<file path="config.mk">
export PLATFORM = sky130hd
export DESIGN_NAME = server_address_translation_table_unit
export DESIGN_NICKNAME = d
export VERILOG_FILES = /design/src/design/sat_pkg.sv /design/src/design/sat_ram.sv /design/src/design/sat_front.sv /design/src/design/sat_back.sv /design/src/design/server_address_translation_table_unit.sv
export VERILOG_INCLUDE_DIRS = /design/src /design/src/design
export SDC_FILE = /design/constraint.sdc
export NUM_CORES = 2
export LEC_CHECK = 0
export ABC_AREA = 1
export BUFFER_PORTS_ARGS = -buffer_cell sky130_fd_sc_hd__buf_4
export CELL_PAD_IN_SITES_DETAIL_PLACEMENT = 1
export CELL_PAD_IN_SITES_GLOBAL_PLACEMENT = 2
export CORE_MARGIN = 4
export CORE_UTILIZATION = 41
export DETAILED_ROUTE_END_ITERATION = 8
export PLACE_DENSITY = 0.8
export SLEW_MARGIN = 20
export SYNTH_ARGS = -nofsm -noshare
export SYNTH_HDL_FRONTEND = slang
export SYNTH_SLANG_ARGS = --single-unit
</file>
<file path="constraint.sdc">
create_clock -name clk -period 11 [get_ports clk]
set_input_delay 0.55 -clock clk [delete_from_list [all_inputs] [get_ports clk]]
set_output_delay 0.55 -clock clk [all_outputs]
set_load 0.1 [all_outputs]
</file>
<file path="src/design/server_address_translation_table_unit_assert.svh">
// assertion macros used by the translation table back end
// expects clk and rst_n in the scope of the module that uses them
`ifndef SERVER_ADDRESS_TRANSLATION_TABLE_UNIT_ASSERT_SVH
`define SERVER_ADDRESS_TRANSLATION_TABLE_UNIT_ASSERT_SVH

// same-cycle implication, checked out of reset
`define SAT_ASSERT_NOW(name, ante, cons, msg) \
  name: assert property (@(posedge clk) disable iff (!rst_n) (ante) |-> (cons)) \
    else $error(msg);

// next-cycle implication, checked out of reset
`define SAT_ASSERT_NEXT(name, ante, cons, msg) \
  name: assert property (@(posedge clk) disable iff (!rst_n) (ante) |=> (cons)) \
    else $error(msg);

`endif

</file>
<file path="src/design/sat_pkg.sv">
// types and constants of the server address translation table
// no dependencies
package sat_pkg;

  localparam int ADDR_W   = 32;
  localparam int IDX_W    = 4;
  localparam int PREFIX_W = 6;
  localparam int QDEPTH   = 2;
  localparam int QPTR_W   = $clog2(QDEPTH);
  localparam int QCNT_W   = $clog2(QDEPTH + 1);

  // input item, fields in channel order
  typedef struct packed {
    logic                action;
    logic [IDX_W-1:0]    entry_index;
    logic                entry_enable;
    logic [ADDR_W-1:0]   match_server;
    logic [ADDR_W-1:0]   replacement_server;
    logic [ADDR_W-1:0]   excluded_base;
    logic [PREFIX_W-1:0] excluded_prefix;
    logic [ADDR_W-1:0]   client_ip;
    logic [ADDR_W-1:0]   queried_server;
  } in_item_t;

  // result item
  typedef struct packed {
    logic [ADDR_W-1:0] result_ip;
    logic              matched;
    logic [IDX_W-1:0]  matched_entry;
  } out_item_t;

  // action codes of the input item
  localparam logic ACT_WRITE  = 1'b0;
  localparam logic ACT_LOOKUP = 1'b1;

  // command kinds after classification
  typedef enum logic [1:0] {
    CMD_WRITE_SET   = 2'd0,
    CMD_WRITE_CLEAR = 2'd1,
    CMD_WRITE_NOP   = 2'd2,
    CMD_LOOKUP      = 2'd3
  } cmd_kind_t;

  // stored table entry, exclusion kept as pre-masked base and mask
  typedef struct packed {
    logic [ADDR_W-1:0] server;
    logic [ADDR_W-1:0] output_ip;
    logic [ADDR_W-1:0] excl_base;
    logic [ADDR_W-1:0] excl_mask;
    logic              excl_en;
  } entry_t;

  localparam int ENTRY_W = $bits(entry_t);

  // command passed from front to back through the queue
  typedef struct packed {
    cmd_kind_t         kind;
    logic [IDX_W-1:0]  index;
    entry_t            entry;
    logic [ADDR_W-1:0] client;
    logic [ADDR_W-1:0] queried;
  } cmd_t;

  // back end sequencer states
  typedef enum logic {
    ST_IDLE = 1'b0,
    ST_SCAN = 1'b1
  } back_state_t;

endpackage

</file>
<file path="src/design/sat_ram.sv">
// generic single write port, single read port ram with registered read
// no dependencies
module sat_ram #(
  parameter int WIDTH = 8,
  parameter int DEPTH = 16,
  parameter int AW    = (DEPTH > 1) ? $clog2(DEPTH) : 1
) (
  input  logic             clk,
  input  logic             we,
  input  logic [AW-1:0]    waddr,
  input  logic [WIDTH-1:0] wdata,
  input  logic [AW-1:0]    raddr,
  output logic [WIDTH-1:0] rdata
);

  logic [WIDTH-1:0] mem_r [DEPTH];

  // write port and registered read
  always_ff @(posedge clk) begin
    if (we) begin
      mem_r[waddr] <= wdata;
    end
    rdata <= mem_r[raddr];
  end

endmodule

</file>
<file path="src/design/sat_front.sv">
// front end: accepts items, classifies them and queues commands
// depends on sat_pkg
module sat_front #(
  parameter int TABLE_ENTRIES = 16
) (
  input  logic              clk,
  input  logic              rst_n,
  input  logic              in_valid,
  output logic              in_ready,
  input  sat_pkg::in_item_t in_data,
  output logic              q_valid,
  input  logic              q_pop,
  output sat_pkg::cmd_t     q_cmd
);

  sat_pkg::cmd_t                  cmd_in;
  logic [sat_pkg::ADDR_W-1:0]     mask;
  sat_pkg::cmd_t                  q_mem_r [sat_pkg::QDEPTH];
  logic [sat_pkg::QPTR_W-1:0]     wr_ptr_r, wr_ptr_nxt;
  logic [sat_pkg::QPTR_W-1:0]     rd_ptr_r, rd_ptr_nxt;
  logic [sat_pkg::QCNT_W-1:0]     count_r, count_nxt;
  logic                           push;

  // exclusion mask from prefix length, saturated at full width
  always_comb begin
    if (in_data.excluded_prefix >= sat_pkg::PREFIX_W'(sat_pkg::ADDR_W)) begin
      mask = '1;
    end else begin
      mask = ~({sat_pkg::ADDR_W{1'b1}} >> in_data.excluded_prefix);
    end
  end

  // classify item into a command
  always_comb begin
    cmd_in                  = '0;
    cmd_in.index            = in_data.entry_index;
    cmd_in.entry.server     = in_data.match_server;
    cmd_in.entry.output_ip  = in_data.replacement_server;
    cmd_in.entry.excl_mask  = mask;
    cmd_in.entry.excl_base  = in_data.excluded_base & mask;
    cmd_in.entry.excl_en    = (in_data.excluded_prefix != '0);
    cmd_in.client           = in_data.client_ip;
    cmd_in.queried          = in_data.queried_server;
    if (in_data.action == sat_pkg::ACT_LOOKUP) begin
      cmd_in.kind = sat_pkg::CMD_LOOKUP;
    end else if (int'(in_data.entry_index) >= TABLE_ENTRIES) begin
      cmd_in.kind = sat_pkg::CMD_WRITE_NOP;
    end else if (in_data.entry_enable) begin
      cmd_in.kind = sat_pkg::CMD_WRITE_SET;
    end else begin
      cmd_in.kind = sat_pkg::CMD_WRITE_CLEAR;
    end
  end

  // command queue status
  assign in_ready = (count_r != sat_pkg::QCNT_W'(sat_pkg::QDEPTH));
  assign push     = in_valid && in_ready;
  assign q_valid  = (count_r != '0);
  assign q_cmd    = q_mem_r[rd_ptr_r];

  // queue pointer and fill count update
  always_comb begin
    wr_ptr_nxt = wr_ptr_r;
    rd_ptr_nxt = rd_ptr_r;
    count_nxt  = count_r;
    if (push) begin
      wr_ptr_nxt = wr_ptr_r + 1'b1;
    end
    if (q_pop) begin
      rd_ptr_nxt = rd_ptr_r + 1'b1;
    end
    if (push && !q_pop) begin
      count_nxt = count_r + 1'b1;
    end else if (!push && q_pop) begin
      count_nxt = count_r - 1'b1;
    end
  end

  always_ff @(posedge clk) begin
    if (!rst_n) begin
      wr_ptr_r <= '0;
      rd_ptr_r <= '0;
      count_r  <= '0;
    end else begin
      wr_ptr_r <= wr_ptr_nxt;
      rd_ptr_r <= rd_ptr_nxt;
      count_r  <= count_nxt;
    end
  end

  // queue storage
  always_ff @(posedge clk) begin
    if (push) begin
      q_mem_r[wr_ptr_r] <= cmd_in;
    end
  end

endmodule

</file>
<file path="src/design/sat_back.sv">
// back end: applies table writes and scans entries for lookups
// depends on sat_pkg, sat_ram and the assertion macro header
`include "server_address_translation_table_unit_assert.svh"

module sat_back #(
  parameter int TABLE_ENTRIES = 16
) (
  input  logic               clk,
  input  logic               rst_n,
  input  logic               q_valid,
  output logic               q_pop,
  input  sat_pkg::cmd_t      q_cmd,
  output logic               out_valid,
  input  logic               out_ready,
  output sat_pkg::out_item_t out_data
);

  localparam int AW = (TABLE_ENTRIES > 1) ? $clog2(TABLE_ENTRIES) : 1;

  sat_pkg::back_state_t        state_r, state_nxt;
  logic [AW-1:0]               rd_idx_r, rd_idx_nxt;
  logic [sat_pkg::ADDR_W-1:0]  client_r, queried_r;
  logic [TABLE_ENTRIES-1:0]    valid_r;
  logic                        out_valid_r;
  sat_pkg::out_item_t          out_r;
  logic                        out_free;
  logic                        take;
  logic                        is_lookup;
  logic                        hit;
  logic                        last;
  logic                        scan_end;
  logic                        ram_we;
  logic [AW-1:0]               ram_waddr;
  logic [AW-1:0]               ram_raddr;
  logic [sat_pkg::ENTRY_W-1:0] ram_rdata;
  sat_pkg::entry_t             rd_entry;

  // entry storage
  sat_ram #(
    .WIDTH (sat_pkg::ENTRY_W),
    .DEPTH (TABLE_ENTRIES),
    .AW    (AW)
  ) u_ram (
    .clk   (clk),
    .we    (ram_we),
    .waddr (ram_waddr),
    .wdata (q_cmd.entry),
    .raddr (ram_raddr),
    .rdata (ram_rdata)
  );

  // handshake with queue and result register
  assign out_free  = !out_valid_r || out_ready;
  assign take      = (state_r == sat_pkg::ST_IDLE) && q_valid && out_free;
  assign is_lookup = (q_cmd.kind == sat_pkg::CMD_LOOKUP);
  assign q_pop     = take;

  // compare the entry read in the previous cycle
  assign rd_entry = sat_pkg::entry_t'(ram_rdata);
  assign hit      = valid_r[rd_idx_r]
                    && (rd_entry.server == queried_r)
                    && !(rd_entry.excl_en
                         && ((client_r & rd_entry.excl_mask) == rd_entry.excl_base));
  assign last     = (rd_idx_r == AW'(TABLE_ENTRIES - 1));
  assign scan_end = (state_r == sat_pkg::ST_SCAN) && (hit || last);

  // next state
  always_comb begin
    state_nxt = state_r;
    case (state_r)
      sat_pkg::ST_IDLE: begin
        if (take && is_lookup) begin
          state_nxt = sat_pkg::ST_SCAN;
        end
      end
      sat_pkg::ST_SCAN: begin
        if (scan_end) begin
          state_nxt = sat_pkg::ST_IDLE;
        end
      end
      default: state_nxt = sat_pkg::ST_IDLE;
    endcase
  end

  // memory control and scan index
  always_comb begin
    ram_we     = take && (q_cmd.kind == sat_pkg::CMD_WRITE_SET);
    ram_waddr  = AW'(q_cmd.index);
    ram_raddr  = '0;
    rd_idx_nxt = rd_idx_r;
    case (state_r)
      sat_pkg::ST_IDLE: begin
        rd_idx_nxt = '0;
      end
      sat_pkg::ST_SCAN: begin
        ram_raddr  = rd_idx_r + 1'b1;
        rd_idx_nxt = rd_idx_r + 1'b1;
      end
      default: begin
        ram_raddr  = '0;
        rd_idx_nxt = '0;
      end
    endcase
  end

  always_ff @(posedge clk) begin
    if (!rst_n) begin
      state_r <= sat_pkg::ST_IDLE;
    end else begin
      state_r <= state_nxt;
    end
  end

  always_ff @(posedge clk) begin
    rd_idx_r <= rd_idx_nxt;
    if (take) begin
      client_r  <= q_cmd.client;
      queried_r <= q_cmd.queried;
    end
  end

  // valid bits, cleared at reset
  always_ff @(posedge clk) begin
    if (!rst_n) begin
      valid_r <= '0;
    end else if (take) begin
      case (q_cmd.kind)
        sat_pkg::CMD_WRITE_SET:   valid_r[ram_waddr] <= 1'b1;
        sat_pkg::CMD_WRITE_CLEAR: valid_r[ram_waddr] <= 1'b0;
        default:                  valid_r <= valid_r;
      endcase
    end
  end

  // result register
  always_ff @(posedge clk) begin
    if (!rst_n) begin
      out_valid_r <= 1'b0;
    end else if (take && !is_lookup) begin
      out_valid_r <= 1'b1;
    end else if (scan_end) begin
      out_valid_r <= 1'b1;
    end else if (out_ready) begin
      out_valid_r <= 1'b0;
    end
  end

  always_ff @(posedge clk) begin
    if (take && !is_lookup) begin
      out_r <= '0;
    end else if (scan_end) begin
      if (hit) begin
        out_r.result_ip     <= rd_entry.output_ip;
        out_r.matched       <= 1'b1;
        out_r.matched_entry <= sat_pkg::IDX_W'(rd_idx_r);
      end else begin
        out_r.result_ip     <= queried_r;
        out_r.matched       <= 1'b0;
        out_r.matched_entry <= '0;
      end
    end
  end

  assign out_valid = out_valid_r;
  assign out_data  = out_r;

  // checks
  `SAT_ASSERT_NOW(a_scan_out_empty, state_r == sat_pkg::ST_SCAN, !out_valid_r,
    "result register busy during a scan")
  `SAT_ASSERT_NOW(a_write_idle, ram_we, state_r == sat_pkg::ST_IDLE && q_valid,
    "table written outside idle")
  `SAT_ASSERT_NEXT(a_miss_passthru, scan_end && !hit,
    out_valid_r && !out_r.matched && out_r.result_ip == $past(queried_r),
    "missed lookup did not return queried server")
  `SAT_ASSERT_NEXT(a_hit_index, scan_end && hit,
    out_valid_r && out_r.matched
      && out_r.matched_entry == sat_pkg::IDX_W'($past(rd_idx_r)),
    "hit reported with wrong entry index")

endmodule

</file>
<file path="src/design/server_address_translation_table_unit.sv">
// Server address translation table, first match over TABLE_ENTRIES rules.
// Input channel in_valid/in_ready/in_data carries one item: a write stores
// or clears one rule, a lookup translates a server address for a client.
// Output channel out_valid/out_ready/out_data returns one result per item,
// in item order; writes return all zero.
// A front end classifies each accepted item into a two-entry command queue;
// a back end executes commands one at a time out of that queue.
// An accepted item waits in the queue until the back end is idle and the
// result register is free. A write is then applied and its zero result
// registered; a lookup reads entries from the entry ram, one per cycle into
// a single comparator, from index 0 up to the first qualifying one or the
// last. Throughput: one write per cycle while out_ready is high; the back
// end takes no new command until a lookup's scan ends.
// Reset clears all rule valid bits, the queue and the result valid flag.
// When out_ready is low a pending result is held, the back end stops taking
// commands, and in_ready drops once the queue is full.
// depends on sat_pkg, sat_front, sat_back
module server_address_translation_table_unit #(
  parameter int TABLE_ENTRIES = 16
) (
  input  logic               clk,
  input  logic               rst_n,
  input  logic               in_valid,
  output logic               in_ready,
  input  sat_pkg::in_item_t  in_data,
  output logic               out_valid,
  input  logic               out_ready,
  output sat_pkg::out_item_t out_data
);

  logic          q_valid;
  logic          q_pop;
  sat_pkg::cmd_t q_cmd;

  // accept and classify
  sat_front #(
    .TABLE_ENTRIES (TABLE_ENTRIES)
  ) u_front (
    .clk      (clk),
    .rst_n    (rst_n),
    .in_valid (in_valid),
    .in_ready (in_ready),
    .in_data  (in_data),
    .q_valid  (q_valid),
    .q_pop    (q_pop),
    .q_cmd    (q_cmd)
  );

  // execute writes and scans
  sat_back #(
    .TABLE_ENTRIES (TABLE_ENTRIES)
  ) u_back (
    .clk       (clk),
    .rst_n     (rst_n),
    .q_valid   (q_valid),
    .q_pop     (q_pop),
    .q_cmd     (q_cmd),
    .out_valid (out_valid),
    .out_ready (out_ready),
    .out_data  (out_data)
  );

endmodule

</file>
==> reports/qor.txt <==
OUTCOME
--------------------------------------------------------------------------------------
Result of the run ....................................................... finished, violations left
Violations in the final reports ......................................... max-slew violations

CLOCK NETWORK
--------------------------------------------------------------------------------------
TritonCTS Buffers .......................................................          297
Count of H-tree levels built during CTS .................................            5
PostCTS Resize Cnt ......................................................            0
Clock-pin slew of the registers on the worst-case setup and hold paths ..        60 ps
Number of sinks handled by clock tree synthesis .........................         2719
CTS max path bufs .......................................................            4
Clock tree from TritonCTS ...............................................         done
Worst skew pair latency .................................................       940 ps
Post-CTS setup buffer count .............................................            0
CTS root buffer ......................................................... sky130_fd_sc_hd__clkbuf_16
Hold_buf cts ............................................................          150

FINAL LAYOUT
--------------------------------------------------------------------------------------
Area growth syn-to-layout ...............................................        15.2%
Final-stage net count ...................................................         7580
Sequential standard cell area ...........................................   0.0797 mm²
Number of filler cells placed in the layout .............................        24508
Count of placed standard cells in the final layout, fillers left out ....        10954
Combined area of the multi-input logic cells ............................   0.0207 mm²
Fraction of layout cells with a size suffix above 1 .....................        12.4%

PWR
--------------------------------------------------------------------------------------
Maximum vdd ir drop .....................................................     0.185 mV
Fraction of power spent switching nets ..................................        28.8%
Static Leak .............................................................      38.2 nW
Flop pwr share ..........................................................        48.1%
Total power divided by cell area ........................................   234 mW/mm²
Internal power ..........................................................      19.7 mW
Power spent charging and discharging nets ...............................      8.00 mW
Combinational share of power ............................................        17.3%
Part of the total power dissipated in the clock network .................        34.6%

YOSYS
--------------------------------------------------------------------------------------
Post-synthesis instance area ............................................    0.103 mm²
Most instantiated flip-flop cell in the synthesis netlist ............... sky130_fd_sc_hd__edfxtp_1
Register bit total from synthesis .......................................         2719
Number of enable-type register cells in the synthesized netlist .........         2526
Synthesized netlist net count ...........................................         7294
Gate count of the mapped netlist ........................................         7116
Post-synthesis async set-or-reset flop share ............................           0%
Proportion of synthesized chip area in sequential cells .................        77.5%
Distinct cell type count of the synthesized netlist .....................           44
Average footprint of a synthesized cell .................................     14.5 µm²
Number of warnings issued by yosys ......................................            0

PLACEMENT
--------------------------------------------------------------------------------------
Half-perimeter wire length after placement ..............................    158000 µm
Count of input and output buffers .......................................          214
Inst Count DP ...........................................................        10281
Weighted congestion reported at the end of routability-driven placement .        0.780

TIMING
--------------------------------------------------------------------------------------
Period Utilization, post-route ..........................................        48.4%
Setup violators final ...................................................            0
Max Fclk ................................................................    0.188 GHz
Actual transition at the worst max-transition pin .......................      1580 ps
Max-slew violations .....................................................           34
Final count of hold timing violations ...................................            0
Setup TNS Final .........................................................         0 ps
Clock Skews .............................................................      57.2 ps
Crit path time final ....................................................      5320 ps
Unrepaired setup endpoints after global routing .........................           no
Worst rel slew slack ....................................................       -5.45%

CRITICAL PATH
--------------------------------------------------------------------------------------
CP Max Fanout ...........................................................           60
Nature of the critical path startpoint ..................................    flip-flop
Setup crit end kind .....................................................    flip-flop
Data arrival at the endpoint of the critical path .......................      5850 ps
Required time of the worst setup path ...................................     11520 ps
Path type of the worst setup path ....................................... flip-flop to flip-flop
Worst R2R Path Depth ....................................................            8

ROUTING
--------------------------------------------------------------------------------------
Pre-Repair DR Iteration Count ...........................................            6
Count of unresolved DRC violations after routing ........................            0
First-iteration detailed-routing DRC count ..............................         7107
Per-cell routed wire length .............................................      28.1 µm
Count of antenna-violating nets left after detailed routing .............            0
Total wire length after detailed routing ................................    308000 µm
Number of vias after detailed routing ...................................        64227
Drt via density .........................................................         5.86

GRT
--------------------------------------------------------------------------------------
Global routing usage on met3 ............................................        3.69%
Total GRT Usage .........................................................        23.2%
Maximum number of pins on one net before global-route repair ............          185
Grt peak-use layer ......................................................         met2
Met1 usage ..............................................................        32.2%
Via count of the first global-routing pass ..............................        66477
Overflow left after global routing ......................................            0
Wire length of the first global-routing pass ............................    449000 µm
Initial antenna violation count .........................................            9
Global-route met2 utilization ...........................................        38.2%

WORST HOLD PATH
--------------------------------------------------------------------------------------
Number of cells on the worst hold path ..................................            2
Class of the tightest hold or removal check ............................. input port to flip-flop

FLOORPLANNING
--------------------------------------------------------------------------------------
Die area ................................................................    0.259 mm²
Initial core utilization ................................................        41.3%
Width of the die ........................................................       509 µm
Die H ...................................................................       509 µm
Placeable core region ...................................................    0.249 mm²
Number of top-level pins ................................................          215
Row count ...............................................................          183

JOB
--------------------------------------------------------------------------------------
Max-cap check violation count ...........................................            0

[cell usage after synthesis, drive strengths merged (5+ instances only)]
library cell	number	area share [%]
clkbuf	253	0.92
o211ai	144	1.1
buf	223	1.1
o22ai	369	2.2
nor3	38	0.19
a21oi	267	1.3
nor2	852	3.1
a221oi	36	0.31
nand4	9	0.055
a31oi	29	0.18
or2	5	0.030
a22oi	87	0.63
a211oi	36	0.26
a21boi	7	0.051
and2	5	0.030
xnor2	28	0.24
nand2	610	2.2
inv	144	0.53
o221ai	98	0.83
mux2	193	2.1
edfxtp	2526	74
nand3b	11	0.080
a221o	65	0.63
o21ai	786	3.8
nand3	89	0.44
dfxtp	193	3.8
[power by group through the flow]
stage / Clock (mW) / Combinational (mW) / Sequential (mW)
floorplan: 0 / 3.12 / 13.3
detailed placement: 0 / 4.70 / 13.5
global route: 10.2 / 5.23 / 13.4
finish: 9.59 / 4.81 / 13.3
CTS: 9.73 / 4.79 / 13.3
global placement: 0 / 4.51 / 13.5
[state kept, by name, summed over array words and instances (netlist names), named ones only]
name	cells
u_back.u_ram.mem_r	2064
u_front.rd_ptr_r	1
u_back.u_ram.rdata	129
u_back.queried_r	32
u_back.state_r	1
u_front.wr_ptr_r	1
u_back.client_r	32
u_front.q_mem_r	398
u_front.count_r	2
u_back.out_data	37
u_back.rd_idx_r	4
u_back.out_valid	1
[final timing paths]
kind | startpoint | end | slack, ps
setup / recovery | flip-flop | u_back.u_ram.mem_r[5][106] | 5680
hold / removal | in_data[166] | u_front.q_mem_r[0][197] | 50
setup reg to reg | flip-flop | u_back.u_ram.mem_r[5][106] | 5680
hold reg to reg | u_front.rd_ptr_r | flip-flop | 470
[metrics by stage]
stage	hold WS, ps	area, µm²	power (mW)	setup WS, ps	util, %
CTS	2.33	118000	27.9	5480	47.6
global placement	458	108000	18.0	5630	43.2
global route	22.4	119000	28.8	5390	47.6
finish	54.5	119000	27.7	5680	47.6
detailed placement	462	108000	18.2	5560	43.3
floorplan	439	103000	16.4	119	-
[worst max-delay path, cell delays in order, from the launching register on]
cell                       delay (ps)
sky130_fd_sc_hd__dfxtp_4          940
sky130_fd_sc_hd__buf_4            850
sky130_fd_sc_hd__nand2_1          100
sky130_fd_sc_hd__o21ai_0          200
sky130_fd_sc_hd__clkinv_1         180
sky130_fd_sc_hd__buf_4            310
sky130_fd_sc_hd__nor2_4           790
sky130_fd_sc_hd__buf_12           550
sky130_fd_sc_hd__buf_4            890
[placed cells by master (no fill, tap or decap), drive strengths merged, types with 11 or more instances in the layout]
master,n
a22oi,87
a221oi,36
o211ai,144
xnor2,28
mux2,193
nand3,89
a31oi,29
a211oi,36
nand2,610
o22ai,369
bufinv,20
buf,313
a21oi,267
nor3,38
clkinv,106
clkbuf,384
nor2,852
edfxtp,2526
nand3b,11
a221o,65
dfxtp,193
inv,148
o21ai,786
dlygate4sd3,150
o221ai,98
[per-layer routing]
layer | up-vias | routed length [µm]
li1 | 27548 | -
met1 | 33661 | 129000
met2 | 2526 | 148000
met3 | 490 | 22300
met4 | 2 | 7840
met5 | - | 13
[cells by family (layout without fill, tap and decap cells)]
| family | Yosys count | count (layout) | synth area share (%) |
|---|---|---|---|
| AND/OR/NAND/NOR | 1625 | 1625 | 6.22 |
| adder cells (fa/ha/maj) | 2 | 2 | 0.0243 |
| AO/OA/AOI/OAI | 1926 | 1926 | 11.3 |
| XOR/XNOR | 29 | 29 | 0.247 |
| other | 0 | 2 | 0 |
| buffers and inverters | 622 | 1128 | 2.59 |
| multiplexers | 193 | 193 | 2.11 |
| flip-flops | 2719 | 2719 | 77.5 |
[area by class of cell]
type / instances / share of cell area [%]
clock inverters: 135 / 0.975
diodes: 2 / 0.00422
repair buffers: 463 / 3.48
clock buffers: 384 / 6.81
flip-flops and latches: 2719 / 67.3
inverters: 146 / 0.486
multi-input cells: 3775 / 17.5
well taps: 3330 / 3.52
No activity file was read; power rests on OpenSTA's default activity.
